$ cat src/hw/rtl/boa_pkg.sv
// Shared types, codes and widths of the block ownership audit core.
package boa_pkg;

  localparam int unsigned BlockW       = 32;
  localparam int unsigned InodeW       = 8;
  localparam int unsigned CfgW         = 13;
  localparam int unsigned CfgIdxW      = 1;
  localparam int unsigned StatusW      = 3;
  localparam int unsigned DefMaxBlocks = 4096;

  localparam logic [CfgIdxW-1:0] CfgFirstDataBlock = 1'b0;
  localparam logic [CfgIdxW-1:0] CfgTotalBlocks    = 1'b1;

  localparam logic [0:0] OpClaim = 1'b0;

  typedef enum logic [StatusW-1:0] {
    StOk       = 3'd0,
    StRange    = 3'd1,
    StDouble   = 3'd2,
    StLeak     = 3'd3,
    StFreeUsed = 3'd4
  } status_e;

  typedef enum logic [1:0] {
    CtlClear,
    CtlIdle,
    CtlEval
  } ctl_state_e;

  typedef struct packed {
    logic capture;
    logic clr_wr;
    logic commit;
  } boa_cmd_t;

  typedef struct packed {
    logic clr_last;
    logic out_busy;
  } boa_sts_t;

endpackage

$ cat src/hw/rtl/boa_ctrl.sv
// Controller state machine: clearing pass, item accept and evaluation.
module boa_ctrl
  import boa_pkg::*;
(
  input  logic     clk_i,
  input  logic     rst_ni,
  input  logic     in_valid_i,
  output logic     in_ready_o,
  input  boa_sts_t sts_i,
  output boa_cmd_t cmd_o
);

  ctl_state_e state_q, state_d;

  always_ff @(posedge clk_i or negedge rst_ni) begin
    if (!rst_ni) begin
      state_q <= CtlClear;
    end else begin
      state_q <= state_d;
    end
  end

  always_comb begin
    state_d     = state_q;
    in_ready_o  = 1'b0;
    cmd_o       = '0;
    unique case (state_q)
      CtlClear: begin
        cmd_o.clr_wr = 1'b1;
        if (sts_i.clr_last) begin
          state_d = CtlIdle;
        end
      end
      CtlIdle: begin
        in_ready_o    = 1'b1;
        cmd_o.capture = in_valid_i;
        if (in_valid_i) begin
          state_d = CtlEval;
        end
      end
      CtlEval: begin
        if (!sts_i.out_busy) begin
          cmd_o.commit = 1'b1;
          state_d      = CtlIdle;
        end
      end
      default: begin
        state_d = CtlClear;
      end
    endcase
  end

`ifndef SYNTH
  a_no_accept_in_clear: assert property (@(posedge clk_i) disable iff (!rst_ni)
    (state_q == CtlClear) |-> !in_ready_o)
    else $error("input ready during clearing pass");

  a_accept_to_eval: assert property (@(posedge clk_i) disable iff (!rst_ni)
    (in_valid_i && in_ready_o) |=> (state_q == CtlEval))
    else $error("accepted transaction not evaluated next");

  a_commit_free: assert property (@(posedge clk_i) disable iff (!rst_ni)
    cmd_o.commit |-> !sts_i.out_busy)
    else $error("commit while result register is held");
`endif

endmodule

$ cat config.mk
export PLATFORM = sky130hd
export DESIGN_NAME = boa_ctrl
export DESIGN_NICKNAME = d
export VERILOG_FILES = /design/src/hw/rtl/boa_pkg.sv /design/src/hw/rtl/boa_ctrl.sv
export SDC_FILE = /design/constraint.sdc
export NUM_CORES = 1
export LEC_CHECK = 0
export BUFFER_PORTS_ARGS = -buffer_cell sky130_fd_sc_hd__buf_2
export CORE_AREA = 2 2 39 41
export CTS_CLUSTER_SIZE = 10
export DETAILED_ROUTE_END_ITERATION = 8
export DIE_AREA = 0 0 41 43
export GPL_TIMING_DRIVEN = 0
export HOLD_SLACK_MARGIN = 0.06
export PLACE_DENSITY = 0.3
export SETUP_SLACK_MARGIN = 0.1
export SLEW_MARGIN = 25
export SYNTH_ARGS = -nofsm -noshare
export SYNTH_HDL_FRONTEND = slang
export SYNTH_SLANG_ARGS = --single-unit
$ cat constraint.sdc
create_clock -name clk_i -period 1.5 [get_ports clk_i]
set_input_delay 0.075 -clock clk_i [delete_from_list [all_inputs] [get_ports clk_i]]
set_output_delay 0.075 -clock clk_i [all_outputs]
set_load 0.02 [all_outputs]
==> results by group <==
Critical path
  • R2R Setup Slk: 0.59 ns
  • Critical Path RT: 1.42 ns
  • Worst R2R Start: state_q[1]$_DFFE_PN0P_
  • Startpoint types: primary input
  • CP arrival: approximately 1.1 ns
  • CP Class: in2out
  • CP startpoint: in_valid_i
  • FF-to-FF End: state_q[0]$_DFFE_PN0P_
  • Worst Setup End Kind: primary output
  • Worst-case reg-to-reg path depth: 2
  • Crit-path max FO: 2

Clocking
  • Clock Path Buffers: 2
  • Clock sink count: 2
  • # Post-CTS Setup Buffers: 0
  • # hold bufs at CTS: 2
  • Reg clk slew, reported paths: 0.03 ns
  • Worst skew pair latency: around 0.22 ns
  • Clk root buf: clkbuf_4
  • Cts bufs inserted: 3
  • # resized after CTS: 0
  • TritonCTS clock tree: yes
  • H-tree levels: 1

Routing
  • DRT iter0 DRCs: 3
  • Total routed wirelength: 327 um
  • WL per Instance: between 7 and 8 um
  • Vias per inst: about 3.1
  • ANT nets after route: 0
  • Vias: ~130
  • DR DRC count: 0
  • DRT Pass-1 Iters: 2

STA
  • Slew Viols, Final: 0
  • Slew @ Worst Pin: 0.197 ns
  • RSZ-0062 raised after global routing: false
  • Tcrit/Tclk final: 75.6%
  • Clock Skew: 0.00278 ns
  • Hold Violations, Final: 0
  • Final setup margin: 0.367 ns
  • Max Freq: about 880 MHz
  • Final setup violation count: 0
  • Setup TNS Final: 0 ns
  • Tmin final: 1.13 ns
  • Rel. slew slack: 86.9%

Global route
  • Vias in the first global route: 128
  • Initial antenna violation count: 0
  • Grt total ovfl: 0
  • Largest net degree at the start of global routing: 7
  • First-pass GRT wire length: 455 um
  • Gr usage total: between 4 and 5%

Logic synthesis
  • Post-synthesis sequential area ratio: 41.7%
  • Post-Syn Area: 120 sq um
  • Synth top cells by count: dfrtp_1, inv_1, nor2_1
  • Share of the synthesized area in the top cell type: 41.7%
  • Async set-or-reset flop fraction in the synthesized netlist: 100%
  • Synthesized net count: 17
  • Yosys warnings: 0
  • Flops & latches, synth: 2
  • Syn Area/Cell: 10.0 sq um
  • Yosys cell types: 9
  • EDFF count, synth: 0
  • Yosys top cell by area: dfrtp_1
  • Post-Synthesis Cells: 12
  • Main synth FF type: dfrtp_1
  • Dominant cells by area after synthesis: dfrtp_1, o32ai_2, and2_4

Floorplan
  • Die Area: around 0.0018 sq mm
  • I/O pins: 9
  • Initial core utilization: 8.68%
  • Die X: 41 um
  • Die height: 43 um
  • # rows: 14
  • Core area: 0.00138 sq mm

Layout
  • Nets: 32
  • Layout area overhead: 85.4%
  • Regs by FF count: state_q: 2 flops
  • N_diodes: 0
  • Post-route cell area: 223 sq um
  • Layout cells sized above 1: 52.0%
  • Max reg flops: 2
  • FILL cells: 158
  • Register with the most flip-flops: state_q

Place
  • GPL Wtd Cong: 0.519
  • Worst slack, placed: 0.579 ns
  • Detailed Place HPWL: between 200 and 250 um
  • Number of buffers added on ports: 8
  • Area after DPL: between 150 and 200 sq um

Pwr
  • Lkg Pwr: 0.125 nW
  • PD cells: roughly 2000 mW/mm^2
  • Peak supply drop: about 0.35 mV

Job
  • # Max-Cap Violations: 0

Worst hold path
  • Hold Path Class: in2async

Outcome
  • Status: completed
==> stage by stage <==
stage	power (mW)	hold WS [ns]	std cells	utilization, %
3_5_place_dp	0.333	-0.136	36	13.0
5_1_grt	0.482	0.179	41	16.1
3_3_place_gp	0.328	-0.139	36	13.0
6_report	0.452	0.163	41	16.1
2_1_floorplan	0.264	-0.221	12	-
4_1_cts	0.466	0.151	41	16.1
==> worst max-delay path: stages <==
cell	delay, ns
dlygate4sd3_1	0.53
buf_2	0.13
and3b_1	0.17
buf_2	0.16
==> cell usage in the layout (no fill, tap or decap) <==
cell and n:
dfrtp_1 2, o32ai_2 1, nand2b_1 1, inv_1 2, and2_4 1, dlygate4sd3_1 2, nor2_1 2, a21o_1 1
clkbuf_4 3, and3b_1 1, nor3b_1 1, buf_2 8
==> worst max-delay path by stage <==
stage | end | cells after the start
floorplan | cmd_o[0] | 1
global placement | state_q[0]$_DFFE_PN0P_ | 2
detailed placement | state_q[0]$_DFFE_PN0P_ | 2
CTS | cmd_o[0] | 2
global route | cmd_o[0] | 2
finish | cmd_o[2] | 4
==> layout make-up <==
| cell class | instances | area, sq um | area share, % |
|---|---|---|---|
| well taps | 16 | 20.0 | 8.99 |
| flip-flops and latches | 2 | 50.0 | 22.5 |
| multi-input cells | 8 | 62.6 | 28.1 |
| inverters | 2 | 7.51 | 3.37 |
| repair buffers | 10 | 60.1 | 27.0 |
| clock buffers | 3 | 22.5 | 10.1 |
==> power breakdown <==
part / leakage [nW] / total (mW) / switching (mW) / internal, mW
registers: 0.0251 / 0.117 / 0.0373 / 0.0800
logic: 0.0863 / 0.216 / 0.118 / 0.0978
clock network: 0.0138 / 0.119 / 0.0303 / 0.0882
total: 0.125 / 0.452 / 0.186 / 0.266
==> routing by layer <==
metal,up-vias,GRT usage (%),routed length [um]
li1,67,-,-
met1,52,5.79,144
met2,9,4.06,123
met3,0,1.57,59
met4,0,8.00,0
met5,-,0,0
==> logic make-up (layout without fill, tap and decap cells) <==
kind of cell / after synthesis / in the layout / synth area share [%]
and+or+nand+nor: 6 / 6 / 32.3
buffers and inverters: 2 / 15 / 6.25
DFF: 2 / 2 / 41.7
AOI/OAI and AO/OA: 2 / 2 / 19.8
(Power assumes the default switching activity.)
